--- config.mk ---
export PLATFORM = sky130hd
export DESIGN_NAME = sorted_char_list_unit
export DESIGN_NICKNAME = d
export VERILOG_FILES = /design/src/rtl/scl_pkg.sv /design/src/rtl/sorted_char_list_unit.sv /design/src/rtl/scl_cell.sv
export SDC_FILE = /design/constraint.sdc
export NUM_CORES = 1
export LEC_CHECK = 0
export ABC_AREA = 1
export BUFFER_PORTS_ARGS = -buffer_cell sky130_fd_sc_hd__buf_2
export CAP_MARGIN = 25
export CELL_PAD_IN_SITES_DETAIL_PLACEMENT = 1
export CELL_PAD_IN_SITES_GLOBAL_PLACEMENT = 2
export CORE_MARGIN = 4
export CORE_UTILIZATION = 38
export CTS_CLUSTER_SIZE = 28
export DETAILED_ROUTE_END_ITERATION = 10
export PLACE_DENSITY_LB_ADDON = 0.1
export SYNTH_ARGS = -nofsm -noshare
export SYNTH_HDL_FRONTEND = slang
export SYNTH_HIERARCHICAL = 1
export SYNTH_SLANG_ARGS = --single-unit
--- constraint.sdc ---
create_clock -name aclk -period 17.32 [get_ports aclk]
set_input_delay 5.196 -clock aclk [delete_from_list [all_inputs] [get_ports aclk]]
set_output_delay 5.196 -clock aclk [all_outputs]
set_load 0.005 [all_outputs]
--- src/rtl/scl_pkg.sv ---
// ----------------------------------------------------------------------------
// scl_pkg: shared types and constants of the sorted character list
// Operation codes, cell commands, control state and the vowel test.
// ----------------------------------------------------------------------------
package scl_pkg;

    typedef enum logic [2:0] {
        FN_INSERT     = 3'd0,
        FN_REMOVE_VAL = 3'd1,
        FN_REMOVE_POS = 3'd2,
        FN_READ_POS   = 3'd3,
        FN_VOWELS     = 3'd4,
        FN_CLEAR      = 3'd5
    } func_t;

    typedef enum logic [2:0] {
        OP_HOLD,
        OP_INSERT,
        OP_REMOVE_VAL,
        OP_REMOVE_POS,
        OP_VOWEL_STEP
    } cell_op_t;

    typedef struct packed {
        cell_op_t op;
        logic     keep_head;
    } scl_ctrl_t;

    typedef enum logic [0:0] {
        ST_IDLE,
        ST_VOWEL
    } state_t;

    function automatic logic is_vowel(input logic [7:0] c);
        logic hit;
        hit = (c == 8'h61) || (c == 8'h65) || (c == 8'h69) || (c == 8'h6F) ||
              (c == 8'h75) || (c == 8'h41) || (c == 8'h45) || (c == 8'h49) ||
              (c == 8'h4F) || (c == 8'h55);
        return hit;
    endfunction

endpackage

--- src/rtl/sorted_char_list_unit.sv ---
// ----------------------------------------------------------------------------
// sorted_char_list_unit: bounded list of signed characters in ascending order
// Insert, remove by value or position, read by position, vowel removal, clear.
// ----------------------------------------------------------------------------
// Every operation but vowel removal is done at once: the row of cells compares
// and shifts all entries together. Vowel removal visits each entry held in turn,
// and no new item is taken until it ends: the head entry is rotated
// to the tail of the row each cycle and dropped if it is a vowel. Results sit
// in an output register; a new item is taken when that register is empty or
// being emptied in the same cycle. Count reports the number of entries held,
// modulo 64.
module sorted_char_list_unit
    import scl_pkg::*;
#(
    parameter int CAPACITY = 32
) (
    input  logic              aclk,
    input  logic              aresetn,
    input  logic              s_valid,
    output logic              s_ready,
    input  logic [2:0]        s_func,
    input  logic signed [7:0] s_value,
    input  logic [5:0]        s_position,
    output logic              m_valid,
    input  logic              m_ready,
    output logic              m_ok,
    output logic signed [7:0] m_data,
    output logic [5:0]        m_count,
    output logic              m_empty_res,
    output logic              m_full_res
);

    localparam int CW = $clog2(CAPACITY + 1);
    localparam int XW = (CW > 6) ? CW : 6;
    localparam logic [CW-1:0] CAP_C = CW'(CAPACITY);
    localparam logic [CW-1:0] ONE_C = CW'(1);

    state_t            state_reg, state_next;
    logic [CW-1:0]     count_reg, count_next;
    logic [CW-1:0]     iter_reg, iter_next;
    logic              m_valid_reg;
    logic              ok_reg;
    logic signed [7:0] data_reg;
    logic [5:0]        count_out_reg;
    logic              empty_reg, full_reg;

    scl_ctrl_t         ctrl;
    logic              accept;
    logic              res_load, res_ok;
    logic signed [7:0] res_data;
    logic [XW-1:0]     pos_ext, count_ext, count_next_ext;
    logic              pos_ok, found;
    logic signed [7:0] rd_data;

    logic signed [7:0] cell_entry [CAPACITY];
    logic [CAPACITY-1:0] cell_le, cell_eq, cell_sel;

    assign pos_ext        = XW'(s_position);
    assign count_ext      = XW'(count_reg);
    assign count_next_ext = XW'(count_next);
    assign pos_ok         = (pos_ext != '0) && (pos_ext <= count_ext);
    assign found          = |cell_eq;

    assign s_ready = (state_reg == ST_IDLE) && (!m_valid_reg || m_ready);
    assign accept  = s_valid && s_ready;

    for (genvar i = 0; i < CAPACITY; i++) begin : g_cell
        logic              left_le;
        logic signed [7:0] left_entry;
        logic signed [7:0] right_entry;
        if (i == 0) begin : g_first
            assign left_le    = 1'b1;
            assign left_entry = cell_entry[0];
        end else begin : g_mid
            assign left_le    = cell_le[i-1];
            assign left_entry = cell_entry[i-1];
        end
        if (i == CAPACITY - 1) begin : g_last
            assign right_entry = cell_entry[i];
        end else begin : g_body
            assign right_entry = cell_entry[i+1];
        end
        scl_cell #(
            .IDX (i),
            .CW  (CW),
            .XW  (XW)
        ) u_cell (
            .aclk        (aclk),
            .ctrl        (ctrl),
            .value       (s_value),
            .pos_ext     (pos_ext),
            .count       (count_reg),
            .head_entry  (cell_entry[0]),
            .left_le     (left_le),
            .left_entry  (left_entry),
            .right_entry (right_entry),
            .entry       (cell_entry[i]),
            .le          (cell_le[i]),
            .eq          (cell_eq[i]),
            .sel         (cell_sel[i])
        );
    end

    always_comb begin
        rd_data = '0;
        for (int i = 0; i < CAPACITY; i++) begin
            rd_data = rd_data | (cell_sel[i] ? cell_entry[i] : 8'sd0);
        end
    end

    always_comb begin
        state_next = state_reg;
        unique case (state_reg)
            ST_IDLE: begin
                if (accept && (func_t'(s_func) == FN_VOWELS) && (count_reg != '0)) begin
                    state_next = ST_VOWEL;
                end
            end
            ST_VOWEL: begin
                if (iter_reg == ONE_C) begin
                    state_next = ST_IDLE;
                end
            end
            default: begin
                state_next = ST_IDLE;
            end
        endcase
    end

    always_comb begin
        ctrl.op        = OP_HOLD;
        ctrl.keep_head = 1'b0;
        count_next     = count_reg;
        iter_next      = iter_reg;
        res_load       = 1'b0;
        res_ok         = 1'b0;
        res_data       = '0;
        unique case (state_reg)
            ST_IDLE: begin
                if (accept) begin
                    res_load = 1'b1;
                    unique case (func_t'(s_func))
                        FN_INSERT: begin
                            if (count_reg < CAP_C) begin
                                ctrl.op    = OP_INSERT;
                                count_next = count_reg + ONE_C;
                                res_ok     = 1'b1;
                            end
                        end
                        FN_REMOVE_VAL: begin
                            if (found) begin
                                ctrl.op    = OP_REMOVE_VAL;
                                count_next = count_reg - ONE_C;
                                res_ok     = 1'b1;
                            end
                        end
                        FN_REMOVE_POS: begin
                            if (pos_ok) begin
                                ctrl.op    = OP_REMOVE_POS;
                                count_next = count_reg - ONE_C;
                                res_ok     = 1'b1;
                                res_data   = rd_data;
                            end
                        end
                        FN_READ_POS: begin
                            if (pos_ok) begin
                                res_ok   = 1'b1;
                                res_data = rd_data;
                            end
                        end
                        FN_VOWELS: begin
                            if (count_reg != '0) begin
                                iter_next = count_reg;
                                res_load  = 1'b0;
                            end
                        end
                        FN_CLEAR: begin
                            count_next = '0;
                            res_ok     = 1'b1;
                        end
                        default: begin
                            res_ok = 1'b0;
                        end
                    endcase
                end
            end
            ST_VOWEL: begin
                ctrl.op        = OP_VOWEL_STEP;
                ctrl.keep_head = !is_vowel(cell_entry[0]);
                if (!ctrl.keep_head) begin
                    count_next = count_reg - ONE_C;
                end
                iter_next = iter_reg - ONE_C;
                if (iter_reg == ONE_C) begin
                    res_load = 1'b1;
                    res_ok   = 1'b1;
                end
            end
            default: begin
                ctrl.op = OP_HOLD;
            end
        endcase
    end

    always_ff @(posedge aclk) begin
        if (!aresetn) begin
            state_reg   <= ST_IDLE;
            count_reg   <= '0;
            iter_reg    <= '0;
            m_valid_reg <= 1'b0;
        end else begin
            state_reg <= state_next;
            count_reg <= count_next;
            iter_reg  <= iter_next;
            if (res_load) begin
                m_valid_reg <= 1'b1;
            end else if (m_ready) begin
                m_valid_reg <= 1'b0;
            end
        end
    end

    always_ff @(posedge aclk) begin
        if (res_load) begin
            ok_reg        <= res_ok;
            data_reg      <= res_data;
            count_out_reg <= count_next_ext[5:0];
            empty_reg     <= (count_next == '0);
            full_reg      <= (count_next == CAP_C);
        end
    end

    assign m_valid     = m_valid_reg;
    assign m_ok        = ok_reg;
    assign m_data      = data_reg;
    assign m_count     = count_out_reg;
    assign m_empty_res = empty_reg;
    assign m_full_res  = full_reg;

    a_count_bound: assert property (@(posedge aclk) disable iff (!aresetn)
        count_reg <= CAP_C)
        else $error("entry count above capacity");

    a_no_result_in_vowel: assert property (@(posedge aclk) disable iff (!aresetn)
        (state_reg == ST_VOWEL) |-> !m_valid_reg)
        else $error("result pending during vowel removal");

    a_insert_count: assert property (@(posedge aclk) disable iff (!aresetn)
        (accept && (func_t'(s_func) == FN_INSERT) && (count_reg < CAP_C))
        |=> (count_reg == $past(count_reg) + ONE_C))
        else $error("insert did not advance count");

    a_flags: assert property (@(posedge aclk) disable iff (!aresetn)
        m_valid |-> !(m_empty_res && m_full_res))
        else $error("result both empty and full");

endmodule

--- src/rtl/scl_cell.sv ---
// ----------------------------------------------------------------------------
// scl_cell: one entry of the sorted list
// Holds one character, compares it against the broadcast value and position,
// and each cycle takes its own, left, right, head or the new entry.
// ----------------------------------------------------------------------------
module scl_cell
    import scl_pkg::*;
#(
    parameter int IDX = 0,
    parameter int CW  = 6,
    parameter int XW  = 6
) (
    input  logic              aclk,
    input  scl_ctrl_t         ctrl,
    input  logic signed [7:0] value,
    input  logic [XW-1:0]     pos_ext,
    input  logic [CW-1:0]     count,
    input  logic signed [7:0] head_entry,
    input  logic              left_le,
    input  logic signed [7:0] left_entry,
    input  logic signed [7:0] right_entry,
    output logic signed [7:0] entry,
    output logic              le,
    output logic              eq,
    output logic              sel
);

    localparam logic [CW-1:0] IDX_C  = CW'(IDX);
    localparam logic [CW-1:0] SLOT_C = CW'(IDX + 1);
    localparam logic [XW-1:0] POS_C  = XW'(IDX + 1);

    logic signed [7:0] entry_reg;
    logic signed [7:0] entry_next;
    logic              in_use;
    logic              lt;

    assign in_use = IDX_C < count;
    assign le     = in_use && (entry_reg <= value);
    assign lt     = in_use && (entry_reg < value);
    assign eq     = in_use && (entry_reg == value);
    assign sel    = (POS_C == pos_ext);
    assign entry  = entry_reg;

    always_comb begin
        entry_next = entry_reg;
        unique case (ctrl.op)
            OP_HOLD: begin
                entry_next = entry_reg;
            end
            OP_INSERT: begin
                if (le) begin
                    entry_next = entry_reg;
                end else if (left_le) begin
                    entry_next = value;
                end else begin
                    entry_next = left_entry;
                end
            end
            OP_REMOVE_VAL: begin
                if (!lt) begin
                    entry_next = right_entry;
                end
            end
            OP_REMOVE_POS: begin
                if (POS_C >= pos_ext) begin
                    entry_next = right_entry;
                end
            end
            OP_VOWEL_STEP: begin
                if (ctrl.keep_head && (SLOT_C == count)) begin
                    entry_next = head_entry;
                end else begin
                    entry_next = right_entry;
                end
            end
            default: begin
                entry_next = entry_reg;
            end
        endcase
    end

    always_ff @(posedge aclk) begin
        entry_reg <= entry_next;
    end

endmodule

== Word-level counts from Yosys, hierarchy flattened ==
Cells that the tools add are included.

* $add $sub $neg: 3
* Order comparisons: 128
* Equality and inequality tests: 216
* Mux-type cells: 255
* Bitwise logic cells: 35
* Reduce and logical (&&, ||, !) cells: 187

{| class="wikitable"
|+ Operators with widths
! operator !! number
|-
| 2-to-1 mux 8 bit || 189
|-
| case mux 8 bit (4 select lines) || 31
|-
| equality test 8 bit || 32
|-
| <= comparator 8 bit || 32
|-
| < comparator 8 bit || 31
|-
| OR 8 bit || 31
|-
| equality test 5 x 6 -> 1 bit (first input constant) || 32
|-
| logical AND 1 bit || 132
|-
| != test 2 bit (second input constant) || 65
|-
| AND reduction 4 bit || 30
|-
| equality test 4 x 6 -> 1 bit (first input constant) || 16
|-
| >= comparator 5 x 6 -> 1 bit (first input constant) || 16
|-
| < comparator 5 x 6 -> 1 bit (first input constant) || 16
|-
| equality test 8 x 7 -> 1 bit (second input constant) || 10
|-
| != test 2 x 1 -> 1 bit (second input constant) || 34
|-
| equality test 3 x 6 -> 1 bit (first input constant) || 8
|-
| >= comparator 4 x 6 -> 1 bit (first input constant) || 8
|-
| < comparator 4 x 6 -> 1 bit (first input constant) || 8
|-
| 2-to-1 mux 6 bit || 8
|-
| OR reduction 32 bit || 1
|-
| equality test 2 x 6 -> 1 bit (first input constant) || 4
|-
| >= comparator 3 x 6 -> 1 bit (first input constant) || 4
|-
| < comparator 3 x 6 -> 1 bit (first input constant) || 4
|-
| case mux 6 bit (2 select lines) || 2
|-
| other kinds (35) || 80
|}

* Register bits: 287
* Output and inout bits: 19

== Logic depth before layout (Yosys ltp) ==
* Word-level depth: 33
* Depth in mapped cells: 26
* Depth with buffers taken out: 26

== Modules after synthesis ==
The synthesis kept the hierarchy.

{| class="wikitable"
|+ By module, submodules not included
! module !! times used !! cells an instance !! area each (µm²)
|-
| sorted_char_list_unit || 1 || 667 || 3876.2
|-
| scl_cell at g_cell[19].u_cell || 1 || 139 || 978.4
|-
| scl_cell at g_cell[22].u_cell || 1 || 132 || 975.9
|-
| scl_cell at g_cell[24].u_cell || 1 || 131 || 967.2
|-
| scl_cell at g_cell[0].u_cell || 1 || 132 || 964.7
|-
| scl_cell at g_cell[11].u_cell || 1 || 129 || 959.7
|-
| scl_cell at g_cell[21].u_cell || 1 || 134 || 957.2
|-
| scl_cell at g_cell[17].u_cell || 1 || 134 || 954.7
|-
| scl_cell at g_cell[26].u_cell || 1 || 134 || 953.4
|-
| scl_cell at g_cell[8].u_cell || 1 || 136 || 952.2
|-
| scl_cell at g_cell[23].u_cell || 1 || 130 || 949.7
|-
| scl_cell at g_cell[4].u_cell || 1 || 133 || 948.4
|-
| scl_cell at g_cell[16].u_cell || 1 || 132 || 947.2
|-
| scl_cell at g_cell[20].u_cell || 1 || 133 || 947.2
|-
| 19 more rows || n/a || n/a || n/a
|}

== Worst setup path after synthesis ==
OpenSTA, ideal clock, no wires.

* Kind: input to register
* Start: in s_position[5]
* End: reg g_cell[30].u_cell.entry_reg[0] (enable)
* Arrival time: 14.374 ns
* Slack: 2.575 ns
* Stages on the path: 13
* Buffers on the path: 0
* Cell sequence: ha_1 > nand2_1 > nor2_2 > nand3_1 > nand2_2 > nand3_2 > a21oi_1 > inv_1 > nor2_1 > o31ai_1 > inv_1 > nand2_1 > nor2_1

{| class="wikitable"
|+ RTL lines
! item !! RTL line !! source
|-
| start: declaration || sorted_char_list_unit.sv:23 || <nowiki>input logic [5:0] s_position,</nowiki>
|-
| end signal: assignment || scl_cell.sv:83 || <nowiki>entry_reg <= entry_next;</nowiki>
|-
| end: declaration || scl_cell.sv:32 || <nowiki>logic signed [7:0] entry_reg;</nowiki>
|}

==> metrics.log <==
INFO  metric core-area = between 80,000 and 90,000 sq um
INFO  metric grt_setup_unrepaired = false
INFO  metric cts_made_buffers = 42
INFO  metric wire_per_inst = 27.1 um
INFO  metric mapped_nets = 5,143
INFO  metric pwr-share-clk = about two fifths
INFO  metric power.sequential.fraction = a little over a third
INFO  metric htree_levels = 2
INFO  metric grt_first_pass_wirelength = roughly 240 mm
INFO  metric maximum_number_of_pins_on_one_net_before_global_route_repair = 90
INFO  metric antenna_violations_before_repair = 5
INFO  metric grt_usage = 34.3%
INFO  metric clkLatencyLatePin = just over 0.6 ns
INFO  metric detail_route.vias_per_cell = 5.88
INFO  metric report.final.hold_viol_count = 0
INFO  metric detail_route.drc_violations = 0
INFO  metric clock_tree.buffer_depth = 3
INFO  metric placementRows = 109
INFO  metric fin_worst_skew = roughly 0.023 ns
INFO  metric vias_post_dr = between 30,000 and 40,000
INFO  metric die_height = approximately 310 um
INFO  metric relSlewSlack = 19.3%
INFO  metric crit_path_start_kind = primary input
INFO  metric r2r_slack = just over 10 ns
INFO  metric cellPowerDensity = 64.7 nW/um^2
INFO  metric most_frequent_standard_cell_in_the_layout_excluding_fill_and_tap_cells = nand2_1
INFO  metric cts_resized = 0
INFO  metric clk_pin_slew = 0.06 ns
INFO  metric clkSinkCount = 287
INFO  metric fin_ws = between 5 and 6 ns
INFO  metric cellLeakagePower = 16.3 nW
INFO  metric area_growth = 10.0%
INFO  metric timing.critical_path.fanout_max = 36
INFO  metric share_comb_of_total_power = 21.7%
INFO  metric timing.final.crit_period = around 12 ns
INFO  metric cts_hold_buf = 0
INFO  metric drtIter0Drc = 3,393
INFO  metric numPortBuffers = 39
INFO  metric layout_common_cells = 1,324 x nand2_1, 639 x inv_1, 564 x nor2_1, 273 x edfxtp_1, 267 x ha_1
INFO  metric top_level_ports = 40
INFO  metric clock-root-buffer = clkbuf_16
INFO  metric outcome = complete, no violations
INFO  metric post-cts-setup-buffers = 0
INFO  metric fin_nets = about 5,200
INFO  metric report.final.setup_viol = 0
INFO  metric tritoncts = done
INFO  metric max-vdd-ir-drop = around 67 uV
INFO  metric yosys_warnings = 6
INFO  metric max_freq = 85.7 MHz
INFO  metric timing.setup.tns = 0 ns
INFO  metric timing.setup.critical_path_class = primary input to flop
INFO  metric drive_gt1_share = 13.9%
INFO  metric postSynthCellCount = 4,855
INFO  metric timing.hold.worst.class = flop to flop
INFO  metric max_cap_viol_count = 0
INFO  metric place_ws = approximately 5.3 ns
INFO  metric totalWireLength = 166 mm
INFO  metric power_report.internal_total = 0.00162 W
INFO  metric finalCoreUtilization = 42.3%
INFO  metric switchingPower = 0.000798 W
INFO  metric critical_path_required = about 18 ns
INFO  metric placement.cell_area = 35,800 sq um
INFO  metric gp_routability_congestion = 0.956
INFO  metric largest_register_ff_count = 256
INFO  metric worst-slew-pin-transition = 1.21 ns
INFO  metric die_w = 307 um
INFO  metric global_route_total_overflow = 0
INFO  metric stdcell_area = 37,400 sq um
INFO  metric netSwitchingFraction = approximately 33%
INFO  metric number_of_global_route_vias_before_repair = between 30,000 and 40,000
INFO  metric place.detailed.hpwl = 114 mm
INFO  metric critical_path_arrival = 11.89 ns
INFO  metric fin_crit_sh = 67.3%
INFO  metric syn-mean-instance-area = roughly 7.0 sq um
INFO  metric design.die.area = 94,300 sq um
INFO  metric synth.cell_area = roughly 34,000 sq um
INFO  metric antenna-diode-count = 0
INFO  metric timing.critical_path.to_type = flop
INFO  metric final-max-slew-violation-count = 0
INFO  metric ant_nets = 0
INFO  metric detailedRoute.firstPassIterationCount = 5
INFO  metric nFillCells = 11,300
INFO  metric initial_core_util = 38.4%
-- metal layers --
| metal | global-route usage, % | vias up | part of all wire (%) |
|---|---|---|---|
| met1 | 46.7 | 17700 | 44 |
| li1 | - | 16600 | - |
| met3 | 4.41 | 330 | 6.9 |
| met5 | 0 | - | 0.019 |
| met4 | 11.5 | 4 | 3.9 |
| met2 | 56.6 | 1344 | 45 |
-- path summary, 6_finish.rpt --
check / start / end / cells after the start
worst max-delay path: s_value[7] / g_cell[15].u_cell/entry[6] / 28
worst min-delay path: iter_reg[4] / iter_reg[4] / 2
worst max register to register: count_ext[3] / g_cell[15].u_cell/entry[6] / 25
worst min register to register: iter_reg[4] / iter_reg[4] / 2
-- worst max-delay path: stages --
cell and delay (ns):
buf_4 0.46, buf_4 0.67, inv_1 0.10, ha_1 0.36
nand2_1 0.09, nor2_1 0.18, nand2_1 0.07, nor4_1 0.23
nor2_1 0.12, nand2_1 0.25, nor2_1 0.17, nand2_1 0.19
clkinv_1 0.09, nand2_1 0.11, nand2_1 0.10, nand2_2 0.13
nand2_2 0.11, inv_6 0.47, buf_4 0.57, buf_4 0.59
inv_1 0.22, nor2_4 0.28, nor2_4 0.12, nand2_2 0.07
o21ai_1 0.06, inv_1 0.07, nand2_1 0.05, nor2_1 0.57
-- power groups by stage --
stage / Clock [W] / Combinational (W) / Sequential [W]
3_5_place_dp: 0 / 0.000513 / 0.000892
4_1_cts: 0.00102 / 0.000516 / 0.000877
3_3_place_gp: 0 / 0.000501 / 0.000891
2_1_floorplan: 0 / 0.000318 / 0.000862
5_1_grt: 0.00105 / 0.000578 / 0.000880
6_report: 0.00102 / 0.000525 / 0.000879
-- stage by stage --
| stage | std cells | hold slack, ns | total power (W) |
|---|---|---|---|
| 6_report | 6118 | 0.501 | 0.00242 |
| 5_1_grt | 6118 | 0.514 | 0.00251 |
| 4_1_cts | 6116 | 0.501 | 0.00242 |
| 3_5_place_dp | 6040 | 0.491 | 0.00140 |
| 3_3_place_gp | 6039 | 0.469 | 0.00139 |
| 2_1_floorplan | 4855 | 0.455 | 0.00118 |
-- final cells by class --
type | count | area (sq um) | share of cell area, %
clock buffer | 53 | 1180 | 3.14
sequential | 287 | 8490 | 22.7
multi-input combinational | 3771 | 22500 | 60.1
clock inverter | 23 | 382 | 1.02
tap | 1165 | 1460 | 3.90
timing repair buffer | 100 | 716 | 1.91
inverter | 719 | 2710 | 7.24
Note: power is estimated with default switching activity, not from simulation.
